--- src/rtl/ccl_pkg.sv ---
// ccl_pkg: shared types, codes and the fixed color palette of the text layout engine
// no dependencies; used by every module under rtl
package ccl_pkg;

	// character codes
	localparam logic [7:0] CH_NUL   = 8'd0;
	localparam logic [7:0] CH_NL    = 8'd10;
	localparam logic [7:0] CH_ZERO  = 8'd48;
	localparam logic [7:0] CH_NINE  = 8'd57;
	localparam logic [7:0] CH_CARET = 8'd94;

	localparam int unsigned PALETTE_SIZE = 16;

	// request opcodes and result kinds
	localparam logic OP_BEGIN    = 1'b0;
	localparam logic OP_CHAR     = 1'b1;
	localparam logic KIND_GLYPH  = 1'b0;
	localparam logic KIND_DONE   = 1'b1;

	// configuration register indexes
	typedef enum logic [2:0] {
		REG_START_X    = 3'd0,
		REG_LINE_Y     = 3'd1,
		REG_LIMIT_X    = 3'd2,
		REG_BASE_RED   = 3'd3,
		REG_BASE_GREEN = 3'd4,
		REG_BASE_BLUE  = 3'd5
	} reg_idx_t;

	localparam int unsigned CFG_IDX_W  = 3;
	localparam int unsigned CFG_DATA_W = 12;

	localparam logic [11:0] START_X_RST = 12'd0;
	localparam logic [11:0] LINE_Y_RST  = 12'd0;
	localparam logic [11:0] LIMIT_X_RST = 12'd4095;
	localparam logic [7:0]  BASE_RST    = 8'd255;

	localparam int unsigned OUT_DEPTH = 4;

	typedef struct packed {
		logic [7:0] red;
		logic [7:0] green;
		logic [7:0] blue;
	} rgb_t;

	typedef struct packed {
		logic [11:0] start_x;
		logic [11:0] line_y;
		logic [11:0] limit_x;
		rgb_t        base;
	} cfg_t;

	typedef struct packed {
		logic       opcode;
		logic [7:0] char_code;
		logic [7:0] glyph_width;
	} ccl_in_t;

	typedef struct packed {
		logic        kind;
		logic [11:0] pos_x;
		logic [11:0] pos_y;
		logic [7:0]  glyph_code;
		logic [7:0]  red;
		logic [7:0]  green;
		logic [7:0]  blue;
		logic        clipped;
		logic        last;
	} ccl_out_t;

	// up to two results produced by one request
	typedef struct packed {
		logic [1:0] count;
		ccl_out_t   first;
		ccl_out_t   second;
	} ccl_pair_t;

	function automatic rgb_t palette(input logic [3:0] idx);
		rgb_t c;
		unique case (idx)
			4'd0:  c = '{8'd255, 8'd170, 8'd0};
			4'd1:  c = '{8'd255, 8'd0,   8'd0};
			4'd2:  c = '{8'd0,   8'd255, 8'd0};
			4'd3:  c = '{8'd255, 8'd255, 8'd0};
			4'd4:  c = '{8'd0,   8'd0,   8'd255};
			4'd5:  c = '{8'd0,   8'd255, 8'd255};
			4'd6:  c = '{8'd255, 8'd0,   8'd255};
			4'd7:  c = '{8'd136, 8'd136, 8'd136};
			4'd8:  c = '{8'd255, 8'd255, 8'd255};
			4'd9:  c = '{8'd0,   8'd0,   8'd0};
			4'd10: c = '{8'd200, 8'd90,  8'd70};
			4'd11: c = '{8'd145, 8'd215, 8'd140};
			4'd12: c = '{8'd225, 8'd205, 8'd45};
			4'd13: c = '{8'd125, 8'd165, 8'd210};
			4'd14: c = '{8'd70,  8'd70,  8'd70};
			4'd15: c = '{8'd200, 8'd200, 8'd200};
			default: c = '{8'd0, 8'd0, 8'd0};
		endcase
		return c;
	endfunction

endpackage

--- src/rtl/color_coded_text_layout_top.sv ---
// color_coded_text_layout_top: streaming text layout with caret color codes
// depends on ccl_pkg, ccl_core and ccl_res_fifo
//
//  channel   signals                          dir  payload
//  char      char_valid / char_ready          in   char_req  (ccl_in_t)
//  glyph     glyph_valid / glyph_ready        out  glyph_res (ccl_out_t)
//  config    cfg_we, cfg_idx                  in   cfg_wdata (12 bit)
//
// a request is registered, then laid out by ccl_core once the result queue has room; one request
// per cycle is taken while the result queue has room for two results.
// results come out one per cycle while glyph_ready is high; a literal caret followed by a
// glyph or a done result yields two results.
// reset empties the queue, loads default registers and waits for a begin request.
// output stalls back up through the queue into the input register and char_ready.
module color_coded_text_layout_top #(
	parameter int unsigned OUT_DEPTH = ccl_pkg::OUT_DEPTH
) (
	input  logic                              clk,
	input  logic                              arst_n,
	input  logic                              char_valid,
	output logic                              char_ready,
	input  ccl_pkg::ccl_in_t                  char_req,
	output logic                              glyph_valid,
	input  logic                              glyph_ready,
	output ccl_pkg::ccl_out_t                 glyph_res,
	input  logic                              cfg_we,
	input  logic [ccl_pkg::CFG_IDX_W-1:0]     cfg_idx,
	input  logic [ccl_pkg::CFG_DATA_W-1:0]    cfg_wdata
);

	ccl_pkg::cfg_t      cfg_q;
	ccl_pkg::ccl_in_t   item_s1;
	logic               valid_s1;
	logic               space;
	logic               advance;
	ccl_pkg::ccl_pair_t pair;

	always_ff @(posedge clk or negedge arst_n) begin
		if (!arst_n) begin
			cfg_q.start_x <= ccl_pkg::START_X_RST;
			cfg_q.line_y  <= ccl_pkg::LINE_Y_RST;
			cfg_q.limit_x <= ccl_pkg::LIMIT_X_RST;
			cfg_q.base    <= '{ccl_pkg::BASE_RST, ccl_pkg::BASE_RST, ccl_pkg::BASE_RST};
		end else if (cfg_we) begin
			unique case (ccl_pkg::reg_idx_t'(cfg_idx))
				ccl_pkg::REG_START_X:    cfg_q.start_x    <= cfg_wdata;
				ccl_pkg::REG_LINE_Y:     cfg_q.line_y     <= cfg_wdata;
				ccl_pkg::REG_LIMIT_X:    cfg_q.limit_x    <= cfg_wdata;
				ccl_pkg::REG_BASE_RED:   cfg_q.base.red   <= cfg_wdata[7:0];
				ccl_pkg::REG_BASE_GREEN: cfg_q.base.green <= cfg_wdata[7:0];
				ccl_pkg::REG_BASE_BLUE:  cfg_q.base.blue  <= cfg_wdata[7:0];
				default:                 cfg_q            <= cfg_q;
			endcase
		end
	end

	assign advance    = valid_s1 && space;
	assign char_ready = !valid_s1 || advance;

	always_ff @(posedge clk or negedge arst_n) begin
		if (!arst_n) begin
			valid_s1 <= 1'b0;
		end else if (char_ready) begin
			valid_s1 <= char_valid;
		end
	end

	always_ff @(posedge clk) begin
		if (char_ready && char_valid) begin
			item_s1 <= char_req;
		end
	end

	ccl_core u_core (
		.clk    (clk),
		.arst_n (arst_n),
		.fire   (advance),
		.item   (item_s1),
		.cfg    (cfg_q),
		.res    (pair)
	);

	ccl_res_fifo #(
		.DEPTH (OUT_DEPTH)
	) u_fifo (
		.clk       (clk),
		.arst_n    (arst_n),
		.push      (pair),
		.space     (space),
		.res_valid (glyph_valid),
		.res_ready (glyph_ready),
		.res       (glyph_res)
	);

	// a pair always starts with the literal caret glyph and ends on the last flag
	a_pair_shape: assert property (@(posedge clk) disable iff (!arst_n)
		pair.count == 2'd2 |-> pair.first.kind == ccl_pkg::KIND_GLYPH
			&& pair.first.glyph_code == ccl_pkg::CH_CARET
			&& !pair.first.last && pair.second.last)
		else $error("bad result pair");

	// nothing is pushed unless a request is being laid out
	a_push_gated: assert property (@(posedge clk) disable iff (!arst_n)
		!advance |-> pair.count == 2'd0)
		else $error("push without request");

	// a request blocked by a full queue stays put
	a_hold_s1: assert property (@(posedge clk) disable iff (!arst_n)
		valid_s1 && !space |=> valid_s1 && $stable(item_s1))
		else $error("request lost while queue full");

	// single results are always marked last
	a_single_last: assert property (@(posedge clk) disable iff (!arst_n)
		pair.count == 2'd1 |-> pair.first.last)
		else $error("single result not marked last");

endmodule

--- src/rtl/ccl_core.sv ---
// ccl_core: pen and color state plus the per-character layout decision
// depends on ccl_pkg; gives up to two results per request, combinationally
module ccl_core (
	input  logic              clk,
	input  logic              arst_n,
	input  logic              fire,
	input  ccl_pkg::ccl_in_t  item,
	input  ccl_pkg::cfg_t     cfg,
	output ccl_pkg::ccl_pair_t res
);

	typedef struct packed {
		logic [11:0]   pen_x;
		ccl_pkg::rgb_t pen;
		logic          caret_pending;
		logic [7:0]    caret_width;
		logic          skip_escape;
		logic          string_done;
	} core_state_t;

	core_state_t st_q;
	core_state_t st_nxt;

	logic [7:0]        c;
	logic [7:0]        w;
	logic              is_term;
	logic              is_caret;
	logic              is_digit;
	logic [7:0]        digit_off;
	logic [12:0]       sum_a;
	logic              fit_a;
	logic [11:0]       x_b;
	logic [12:0]       sum_b;
	logic              fit_b;
	ccl_pkg::ccl_out_t char_res;
	logic              char_emit;
	logic              char_set_caret;
	logic              char_done;
	logic              char_move;
	ccl_pkg::ccl_pair_t res_d;

	function automatic ccl_pkg::ccl_out_t mk(input logic kind, input logic [11:0] x,
		input logic [7:0] code, input logic clip, input logic [11:0] y,
		input ccl_pkg::rgb_t col);
		ccl_pkg::ccl_out_t r;
		r.kind       = kind;
		r.pos_x      = x;
		r.pos_y      = y;
		r.glyph_code = code;
		r.red        = col.red;
		r.green      = col.green;
		r.blue       = col.blue;
		r.clipped    = clip;
		r.last       = 1'b0;
		return r;
	endfunction

	assign c         = item.char_code;
	assign w         = item.glyph_width;
	assign is_term   = (c == ccl_pkg::CH_NUL) || (c == ccl_pkg::CH_NL);
	assign is_caret  = (c == ccl_pkg::CH_CARET);
	assign digit_off = c - ccl_pkg::CH_ZERO;
	assign is_digit  = (c >= ccl_pkg::CH_ZERO) && (c <= ccl_pkg::CH_NINE)
		&& ({24'd0, digit_off} < 32'(ccl_pkg::PALETTE_SIZE));

	// literal caret is drawn first, the character then lands after it
	assign sum_a = {1'b0, st_q.pen_x} + {5'd0, st_q.caret_width};
	assign fit_a = sum_a <= {1'b0, cfg.limit_x};
	assign x_b   = (st_q.caret_pending && !st_q.skip_escape) ? sum_a[11:0] : st_q.pen_x;
	assign sum_b = {1'b0, x_b} + {5'd0, w};
	assign fit_b = sum_b <= {1'b0, cfg.limit_x};

	// character handling at x_b; caret check off right after a color code
	always_comb begin
		char_res       = mk(ccl_pkg::KIND_DONE, x_b, 8'd0, 1'b0, cfg.line_y, st_q.pen);
		char_emit      = 1'b0;
		char_set_caret = 1'b0;
		char_done      = 1'b0;
		char_move      = 1'b0;
		if (is_term) begin
			char_emit = 1'b1;
			char_done = 1'b1;
		end else if (is_caret && !st_q.skip_escape) begin
			char_set_caret = 1'b1;
		end else if (fit_b) begin
			char_emit = 1'b1;
			char_move = 1'b1;
			char_res  = mk(ccl_pkg::KIND_GLYPH, x_b, c, 1'b0, cfg.line_y, st_q.pen);
		end else begin
			char_emit = 1'b1;
			char_done = 1'b1;
			char_res  = mk(ccl_pkg::KIND_DONE, x_b, 8'd0, 1'b1, cfg.line_y, st_q.pen);
		end
	end

	always_comb begin
		st_nxt       = st_q;
		res_d        = '0;
		res_d.first  = char_res;
		res_d.second = char_res;
		if (item.opcode == ccl_pkg::OP_BEGIN) begin
			st_nxt.pen_x         = cfg.start_x;
			st_nxt.pen           = cfg.base;
			st_nxt.caret_pending = 1'b0;
			st_nxt.caret_width   = 8'd0;
			st_nxt.skip_escape   = 1'b0;
			st_nxt.string_done   = 1'b0;
		end else if (st_q.string_done) begin
			st_nxt = st_q;
		end else if (st_q.skip_escape || !st_q.caret_pending) begin
			st_nxt.skip_escape = 1'b0;
			res_d.count        = {1'b0, char_emit};
			if (char_set_caret) begin
				st_nxt.caret_pending = 1'b1;
				st_nxt.caret_width   = w;
			end
			if (char_done) begin
				st_nxt.string_done = 1'b1;
			end
			if (char_move) begin
				st_nxt.pen_x = sum_b[11:0];
			end
		end else begin
			st_nxt.caret_pending = 1'b0;
			if (is_digit) begin
				st_nxt.skip_escape = 1'b1;
				if (digit_off[3:0] == 4'd0) begin
					st_nxt.pen = cfg.base;
				end else begin
					st_nxt.pen = ccl_pkg::palette(digit_off[3:0]);
				end
			end else if (!fit_a) begin
				res_d.count        = 2'd1;
				res_d.first        = mk(ccl_pkg::KIND_DONE, st_q.pen_x, 8'd0, 1'b1,
					cfg.line_y, st_q.pen);
				st_nxt.string_done = 1'b1;
			end else begin
				res_d.first  = mk(ccl_pkg::KIND_GLYPH, st_q.pen_x, ccl_pkg::CH_CARET, 1'b0,
					cfg.line_y, st_q.pen);
				res_d.second = char_res;
				res_d.count  = char_emit ? 2'd2 : 2'd1;
				st_nxt.pen_x = sum_a[11:0];
				if (char_set_caret) begin
					st_nxt.caret_pending = 1'b1;
					st_nxt.caret_width   = w;
				end
				if (char_done) begin
					st_nxt.string_done = 1'b1;
				end
				if (char_move) begin
					st_nxt.pen_x = sum_b[11:0];
				end
			end
		end
		// mark the final result of this request
		if (res_d.count == 2'd1) begin
			res_d.first.last = 1'b1;
		end
		if (res_d.count == 2'd2) begin
			res_d.second.last = 1'b1;
		end
		if (!fire) begin
			res_d.count = 2'd0;
		end
	end

	assign res = res_d;

	always_ff @(posedge clk or negedge arst_n) begin
		if (!arst_n) begin
			st_q.pen_x         <= ccl_pkg::START_X_RST;
			st_q.pen           <= '{ccl_pkg::BASE_RST, ccl_pkg::BASE_RST, ccl_pkg::BASE_RST};
			st_q.caret_pending <= 1'b0;
			st_q.caret_width   <= 8'd0;
			st_q.skip_escape   <= 1'b0;
			st_q.string_done   <= 1'b1;
		end else if (fire) begin
			st_q <= st_nxt;
		end
	end

endmodule

--- src/rtl/ccl_res_fifo.sv ---
// ccl_res_fifo: result queue; takes up to two results a cycle, gives one while
// res_ready is high; depends on ccl_pkg for the result and result-pair types
module ccl_res_fifo #(
	parameter int unsigned DEPTH = ccl_pkg::OUT_DEPTH
) (
	input  logic               clk,
	input  logic               arst_n,
	input  ccl_pkg::ccl_pair_t push,
	output logic               space,
	output logic               res_valid,
	input  logic               res_ready,
	output ccl_pkg::ccl_out_t  res
);

	localparam int unsigned AW = (DEPTH > 1) ? $clog2(DEPTH) : 1;
	localparam int unsigned CW = $clog2(DEPTH + 1);

	ccl_pkg::ccl_out_t mem_q [DEPTH];
	logic [AW-1:0]     wr_ptr_q;
	logic [AW-1:0]     rd_ptr_q;
	logic [CW-1:0]     count_q;
	logic [AW-1:0]     wr_ptr1;
	logic              pop;

	function automatic logic [AW-1:0] inc(input logic [AW-1:0] p);
		return (p == AW'(DEPTH - 1)) ? '0 : p + AW'(1);
	endfunction

	assign wr_ptr1   = inc(wr_ptr_q);
	assign res_valid = (count_q != '0);
	assign res       = mem_q[rd_ptr_q];
	assign pop       = res_valid && res_ready;
	// room for a full pair regardless of what leaves this cycle
	assign space     = (count_q <= CW'(DEPTH - 2));

	always_ff @(posedge clk) begin
		for (int i = 0; i < DEPTH; i++) begin
			if ((push.count != 2'd0) && (wr_ptr_q == AW'(i))) begin
				mem_q[i] <= push.first;
			end else if ((push.count == 2'd2) && (wr_ptr1 == AW'(i))) begin
				mem_q[i] <= push.second;
			end
		end
	end

	always_ff @(posedge clk or negedge arst_n) begin
		if (!arst_n) begin
			wr_ptr_q <= '0;
			rd_ptr_q <= '0;
			count_q  <= '0;
		end else begin
			unique case (push.count)
				2'd1:    wr_ptr_q <= wr_ptr1;
				2'd2:    wr_ptr_q <= inc(wr_ptr1);
				default: wr_ptr_q <= wr_ptr_q;
			endcase
			if (pop) begin
				rd_ptr_q <= inc(rd_ptr_q);
			end
			count_q <= count_q + CW'(push.count) - CW'(pop);
		end
	end

endmodule
--- config.mk ---
export PLATFORM = sky130hd
export DESIGN_NAME = color_coded_text_layout_top
export DESIGN_NICKNAME = d
export VERILOG_FILES = /design/src/rtl/ccl_pkg.sv /design/src/rtl/color_coded_text_layout_top.sv /design/src/rtl/ccl_core.sv /design/src/rtl/ccl_res_fifo.sv
export SDC_FILE = /design/constraint.sdc
export NUM_CORES = 1
export LEC_CHECK = 0
export BUFFER_PORTS_ARGS = -buffer_cell sky130_fd_sc_hd__buf_2
export CAP_MARGIN = 30
export CORE_UTILIZATION = 30
export CTS_CLUSTER_DIAMETER = 60
export DETAILED_ROUTE_END_ITERATION = 8
export GPL_ROUTABILITY_DRIVEN = 1
export GPL_TIMING_DRIVEN = 0
export SYNTH_ARGS = -nofsm -noshare
export SYNTH_HDL_FRONTEND = slang
export SYNTH_SLANG_ARGS = --single-unit
export TNS_END_PERCENT = 50
--- constraint.sdc ---
create_clock -name clk -period 7.05 [get_ports clk]
set_clock_uncertainty 0.1 [all_clocks]
set_input_delay 1.41 -clock clk [delete_from_list [all_inputs] [get_ports clk]]
set_output_delay 1.41 -clock clk [all_outputs]
set_load 0.05 [all_outputs]
==> results of run 1 <==
registers in the layout (all words and copies together) (netlist names):
name,count
u_fifo.mem_q,236
valid_s1,1
item_s1,17
u_fifo.count_q,3
u_core.st_q,47
u_fifo.rd_ptr_q,2
u_fifo.wr_ptr_q,2
cfg_q,60
per-stage QoR:
| stage | cell area [µm²] | cells | setup WS [ns] | util | hold WS [ns] |
|---|---|---|---|---|---|
| detailed placement | 19200 | 2182 | -0.198 | 0.333 | 0.397 |
| CTS | 20600 | 2260 | 0.0580 | 0.358 | 0.405 |
| global route | 20700 | 2260 | -0.0476 | 0.358 | 0.427 |
| floorplan | 17500 | 1308 | 0.986 | - | 0.362 |
| finish | 20700 | 2262 | 0.292 | 0.358 | 0.399 |
| global placement | 19000 | 2169 | -1.18 | 0.329 | 0.378 |
synth_stat cells, types with 7 or more instances:
library cell | instances | area [µm²]
edfxtp_1 | 253 | 7600
nand2_1 | 123 | 462
o21ai_0 | 105 | 526
nor2_1 | 68 | 255
a21oi_1 | 66 | 330
dfstp_2 | 61 | 1600
ha_1 | 61 | 763
mux4_2 | 59 | 1330
dfrtp_1 | 54 | 1350
inv_1 | 51 | 191
clkbuf_1 | 49 | 184
mux2_2 | 49 | 552
a21o_1 | 25 | 188
mux2i_1 | 23 | 230
and2_1 | 22 | 138
xor2_1 | 21 | 184
buf_1 | 14 | 52.6
nand3_1 | 14 | 70.1
a211oi_1 | 13 | 97.6
a22oi_1 | 12 | 90.1
nor3_1 | 12 | 60.1
xnor2_1 | 12 | 105
nand2b_1 | 10 | 62.6
o21ai_1 | 10 | 50.1
a22o_1 | 9 | 78.8
nand4_1 | 8 | 50.1
o21a_1 | 8 | 60.1
a221oi_1 | 7 | 61.3
a2bb2oi_1 | 7 | 61.3
and3_1 | 7 | 43.8
nor2b_1 | 7 | 43.8
what timing repair did:
action / CTS / global route
endpoints found under the setup margin: 19 / 60
buffers inserted: 0 / 1
resized for setup: 5 / 12
pin swaps: 0 / 0
power groups by stage:
stage	sequential [mW]	combinational, mW	clock [mW]
finish	3.37	5.03	2.20
global route	3.42	5.45	2.33
CTS	3.37	5.05	2.24
detailed placement	3.41	5.02	0
global placement	3.41	4.84	0
floorplan	3.29	3.61	0
worst paths after layout:
check	from	end	slack, ns
max	u_core.st_q[1]$_DFFE_PN0P_	u_core.st_q[45]$_DFFE_PN0P_	0.29
max reg2reg	u_core.st_q[1]$_DFFE_PN0P_	u_core.st_q[45]$_DFFE_PN0P_	0.29
max in group asynchronous	arst_n	u_core.st_q[31]$_DFFE_PN1P_	5.42
min	u_fifo.count_q[2]$_DFF_PN0_	u_fifo.count_q[2]$_DFF_PN0_	0.40
min in group asynchronous	arst_n	u_core.st_q[2]$_DFFE_PN0P_	0.63
min reg2reg	u_fifo.count_q[2]$_DFF_PN0_	u_fifo.count_q[2]$_DFF_PN0_	0.40
cell families after synthesis:
family / synth area share
DFF: 0.602
AOI/OAI and AO/OA: 0.109
and+or+nand+nor: 0.0778
muxes: 0.120
buffers and inverters: 0.0264
adders and majority gates: 0.0470
xor gates and xnor gates: 0.0165
final cells by class:
| cell class | count | area, µm² | area share |
|---|---|---|---|
| Clock buffer | 62 | 1210 | 0.0585 |
| Inverter | 51 | 191 | 0.00926 |
| Antenna cell | 2 | 5.00 | 0.000242 |
| Multi-Input combinational cell | 821 | 6580 | 0.319 |
| Clock inverter | 16 | 181 | 0.00878 |
| Sequential cell | 368 | 10600 | 0.511 |
| Tap cell | 765 | 957 | 0.0463 |
| Buffer | 67 | 273 | 0.0132 |
| Timing Repair Buffer | 110 | 717 | 0.0347 |
metal layers:
layer / GRT usage / up-vias / share of wire
met3: 0.0345 / 77 / 0.052
li1: - / 5237 / -
met1: 0.201 / 5778 / 0.43
met2: 0.261 / 297 / 0.48
met5: 0 / - / 0.00053
met4: 0.0550 / 4 / 0.032
==> results.sh, run 1 <==
export IMPL_hold_path_class="flop to flop"
export IMPL_grt_start_max_net_pins=84
export IMPL_critPathMaxStageDelay_ns=0.61
export IMPL_io_buffers=96
export IMPL_reg2regPathDepth=24
export IMPL_min_path_cells=1
export IMPL_worst_pin_slew_ns=0.960
export IMPL_htree_levels=2
export IMPL_mostFrequentLayoutCells="253 x edfxtp_1, 119 x nand2_1, 104 x o21ai_0"
export IMPL_endpoint_kind="flop"
export IMPL_gr_usage_all_layers=0.157
export IMPL_crit_chain="nand2b_1, buf_1, clkbuf_1, clkbuf_1, nand2_1, o21ai_0, ha_1, inv_1, fa_1, nor2b_1, o21ai_1, a21boi_0, o21ai_1, a2111oi_1, xnor2_1, ha_1, nand3_1, nand4b_1, o21ai_1, a21oi_1, o21bai_4, buf_8, o21a_1, o32a_1"
export IMPL_worst_path_buf_inv=5
export IMPL_fin_crit_ns=6.76
export IMPL_max_freq_mhz=148
export IMPL_num_rows=88
export IMPL_pwr_share_clk=0.207
export IMPL_syn_inst=1308
export IMPL_rsz0062_at_grt="yes"
export IMPL_tns_ns=0
export IMPL_ios=98
export IMPL_cpMostUsedCell="o21ai_1"
export IMPL_crit_slowest_cell="a2111oi_1"
export IMPL_drv_cap=0
export IMPL_drt_first_pass_iters=5
export IMPL_crit_type="flop to flop"
export IMPL_drc_errors=0
export IMPL_drt_iter0_drc=759
export IMPL_via_count=11393
export IMPL_synth_avg_cell_area_um2=13.4
export IMPL_cts_tree="built"
export IMPL_p_int_mw=6.13
export IMPL_cp_arrival_ns=7.10
export IMPL_ctsHoldBuffers=0
export IMPL_setup_viol=0
export IMPL_p_sw_mw=4.46
export IMPL_synthArstFlopShare=0.313
export IMPL_syn_nets=1409
export IMPL_path_max_fanout=10
export IMPL_ys_ff_latch=368
export IMPL_routed_wl_um=46900
export IMPL_start_util=0.304
export IMPL_combPwrFrac=0.475
export IMPL_hpwl_um=33500
export IMPL_path_clk_slew_ns=0.05
export IMPL_finalPower_mw=10.6
export IMPL_synth_edff_count=253
export IMPL_yosysWarnings=0
export IMPL_antenna_found_initial=3
export IMPL_crit_required_ns=7.39
export IMPL_leakage_nw=7.69
export IMPL_powerDensity_mw_per_mm2=513
export IMPL_min_period_over_period=0.959
export IMPL_yosysSeqAreaShare=0.602
export IMPL_fp_dieH_um=244
export IMPL_drive_gt1_frac=0.250
export IMPL_switching_share=0.421
export IMPL_finalHoldViolCount=0
export IMPL_cts_root_buf="clkbuf_16"
export IMPL_fp_dieArea_mm2=0.0594
export IMPL_wire_per_inst_um=20.7
export IMPL_n_fill_cell=5637
export IMPL_slew_violations=0
export IMPL_status="completed"
export IMPL_finish_net_count=1563
export IMPL_clock_sinks=368
export IMPL_start_kind="flop"
export IMPL_ir_drop_mv=0.265
export IMPL_syn_to_final_growth_pct=18.0
export IMPL_die_w_um=244
export IMPL_cts_buffer_depth=3
export IMPL_crit_cells=24
export IMPL_seq_power_share=0.318
export IMPL_clk_latency_ns=0.57
export IMPL_layout_commonest_cell="edfxtp_1"
export IMPL_grt_pass1_wl_um=70500
export IMPL_cts_buffers_inserted=43
export IMPL_slew_headroom=0.358
export IMPL_synth_distinct_cells=67
export IMPL_syn_cell_area_mm2=0.0175
export IMPL_synth_main_ff_cell="edfxtp_1"
export IMPL_drtAntennaViolNets=0
export IMPL_path_delay_family="compound AO/OA/AOI/OAI gates"
export IMPL_via_per_inst=5.04
export IMPL_core_area_mm2=0.0577
export IMPL_globalplace_congestion=0.888
export IMPL_grt_pass1_vias=11480
export IMPL_grt_ovfl_total=0
Note: power is estimated with default switching activity, not from simulation.
==> run 2, diff against run 1 <==
- CORE_MARGIN: not set -> 4
- CTS_BUF_LIST: not set -> sky130_fd_sc_hd__clkbuf_4 sky130_fd_sc_hd__clkbuf_8
==> run 2 against run 1 <==
Compared with the run above:
- clock-buffer cell count rose by 26
- register-to-register slack improved by 0.06 ns
- critical path type unchanged
- sequential power is essentially flat
==> results.sh, run 2 (synthesis results as in run 1) <==
export IMPL_grt_ovfl_total=0
export IMPL_via_count=11357
export IMPL_worst_pin_slew_ns=0.939
export IMPL_drc_errors=0
export IMPL_powerDensity_mw_per_mm2=500
export IMPL_drt_first_pass_iters=5
export IMPL_fin_crit_ns=6.70
export IMPL_gr_usage_all_layers=0.149
export IMPL_slew_headroom=0.372
export IMPL_grt_pass1_vias=11682
export IMPL_largest_register="u_fifo.mem_q"
export IMPL_cts_root_buf="clkbuf_8"
export IMPL_drive_gt1_frac=0.273
export IMPL_leakage_nw=7.65
export IMPL_syn_to_final_growth_pct=16.9
export IMPL_holdWs_ns=0.401
export IMPL_setup_viol=0
export IMPL_io_buffers=96
export IMPL_routed_wl_um=47300
export IMPL_mostFrequentLayoutCells="253 x edfxtp_1, 119 x nand2_1, 104 x o21ai_0"
export IMPL_antenna_found_initial=3
export IMPL_path_max_fanout=10
export IMPL_reg_largest_list="u_fifo.mem_q (236), cfg_q (60), u_core.st_q (47)"
export IMPL_start_kind="flop"
export IMPL_status="completed"
export IMPL_grt_start_max_net_pins=90
export IMPL_path_clk_slew_ns=0.06
export IMPL_r2r_end="u_fifo.mem_q[1][27]$_DFFE_PP_"
export IMPL_globalplace_congestion=0.885
export IMPL_r2r_start="u_core.st_q[37]$_DFFE_PN0P_"
export IMPL_drv_cap=0
export IMPL_crit_required_ns=7.36
export IMPL_die_w_um=250
export IMPL_ir_drop_mv=0.262
export IMPL_clk_latency_ns=0.66
export IMPL_reg2regPathDepth=21
export IMPL_cts_tree="built"
export IMPL_endpoint_kind="flop"
export IMPL_fp_dieH_um=250
export IMPL_grt_pass1_wl_um=72100
export IMPL_ios=98
export IMPL_htree_levels=2
export IMPL_cp_endpoint="u_fifo.mem_q[1][27]$_DFFE_PP_"
export IMPL_clock_sinks=368
export IMPL_finalHoldViolCount=0
export IMPL_fp_dieArea_mm2=0.0623
export IMPL_hpwl_um=33600
export IMPL_drtAntennaViolNets=0
export IMPL_slew_violations=0
export IMPL_wire_per_inst_um=20.6
export IMPL_via_per_inst=4.94
export IMPL_finish_net_count=1582
export IMPL_rsz0062_at_grt="no"
export IMPL_crit_type="flop to flop"
export IMPL_worstSetupStartpoint="u_core.st_q[37]$_DFFE_PN0P_"
export IMPL_layout_commonest_cell="edfxtp_1"
export IMPL_max_freq_mhz=149
export IMPL_cp_arrival_ns=7.01
export IMPL_largest_reg_flops=236
export IMPL_core_area_mm2=0.0578
export IMPL_hold_path_class="flop to flop"
export IMPL_cts_buffers_inserted=60
export IMPL_drt_iter0_drc=891
export IMPL_timing_reg2reg_setup_slack_ns=0.35
export IMPL_start_util=0.303
export IMPL_cts_buffer_depth=3
export IMPL_num_rows=88
export IMPL_min_period_over_period=0.950
export IMPL_finalPower_mw=10.2
[run 2: cell types whose count changed in the layout (fill, tap and decap cells not counted), sizes merged]
| cell | before | now |
|---|---|---|
| bufinv | 3 | 0 |
| inv | 55 | 52 |
| diode | 2 | 3 |
| clkinv | 8 | 20 |
| clkbuf | 110 | 136 |
| clkinvlp | 1 | 2 |
| buf | 129 | 131 |
[run 2: what timing repair did]
| item | CTS | global route |
|---|---|---|
| hold buffers | 0 | 0 |
| hold endpoints to repair | 0 | 0 |
| setup endpoints to repair | 9 | 62 |
| gates resized for setup | 3 | 22 |
| setup buffers | 0 | 0 |
[run 2: final cells by class]
type / instances / area [µm²]
tap: 765 / 957
sequential: 368 / 10600
clock inverter: 23 / 115
multi-input combinational: 821 / 6590
buffer: 67 / 277
antenna: 3 / 7.51
fill: 5624 / 37300
clock buffer: 88 / 1060
inverter: 51 / 191
timing repair buffer: 112 / 722
[run 2: worst min-delay path by stage]
stage / cells after the start / start / slack, ns / to
floorplan: 1 / u_fifo.count_q[2]$_DFF_PN0_ / 0.36 / u_fifo.count_q[2]$_DFF_PN0_
global placement: 1 / u_fifo.count_q[2]$_DFF_PN0_ / 0.38 / u_fifo.count_q[2]$_DFF_PN0_
detailed placement: 1 / u_fifo.count_q[2]$_DFF_PN0_ / 0.39 / u_fifo.count_q[2]$_DFF_PN0_
CTS: 1 / u_fifo.count_q[2]$_DFF_PN0_ / 0.40 / u_fifo.count_q[2]$_DFF_PN0_
global route: 2 / u_core.st_q[22]$_DFFE_PN1P_ / 0.43 / u_core.st_q[22]$_DFFE_PN1P_
finish: 1 / u_fifo.count_q[2]$_DFF_PN0_ / 0.40 / u_fifo.count_q[2]$_DFF_PN0_
[run 2: power by group]
part           switching [mW]  leakage [nW]  internal (mW)
Combinational            3.30          3.42           1.74
Clock                   0.872         0.626          0.965
Sequential              0.267          3.61           3.09
[run 2: metrics by stage]
| stage | cells | setup slack [ns] | cell area, µm² | util | TNS, ns |
|---|---|---|---|---|---|
| 6_report | 2298 | 0.353 | 20500 | 0.354 | 0 |
| 3_5_place_dp | 2184 | -0.161 | 19200 | 0.332 | -0.673 |
| 5_1_grt | 2296 | 0.0368 | 20500 | 0.354 | 0 |
| 2_1_floorplan | 1308 | 0.986 | 17500 | - | 0 |
| 3_3_place_gp | 2169 | -1.10 | 19000 | 0.328 | -249.11 |
| 4_1_cts | 2295 | 0.0388 | 20400 | 0.353 | 0 |
[run 2: worst max-delay path, stage by stage, from the launching register on]
cell and delay [ns]:
dfrtp_1 0.51, ha_1 0.32, a211oi_1 0.48, o21ai_0 0.24, a21o_1 0.23, a21oi_1 0.22, xor2_2 0.38, inv_1 0.09
ha_1 0.30, nand4_1 0.13, a211o_1 0.30, a311o_1 0.33, and2_1 0.20, a211oi_1 0.26, o21ai_0 0.28, or2_2 0.42
ha_1 0.24, nand2b_1 0.20, nand3_1 0.15, clkbuf_1 0.53, a21oi_2 0.29, a21o_1 0.25
[run 2: routing by layer]
layer / vias to the layer above / track usage / part of all wire
met1: 5694 / 0.196 / 0.43
met4: 0 / 0.0502 / 0.029
met3: 79 / 0.0277 / 0.053
met5: - / 0 / 0
met2: 314 / 0.249 / 0.49
li1: 5270 / - / -
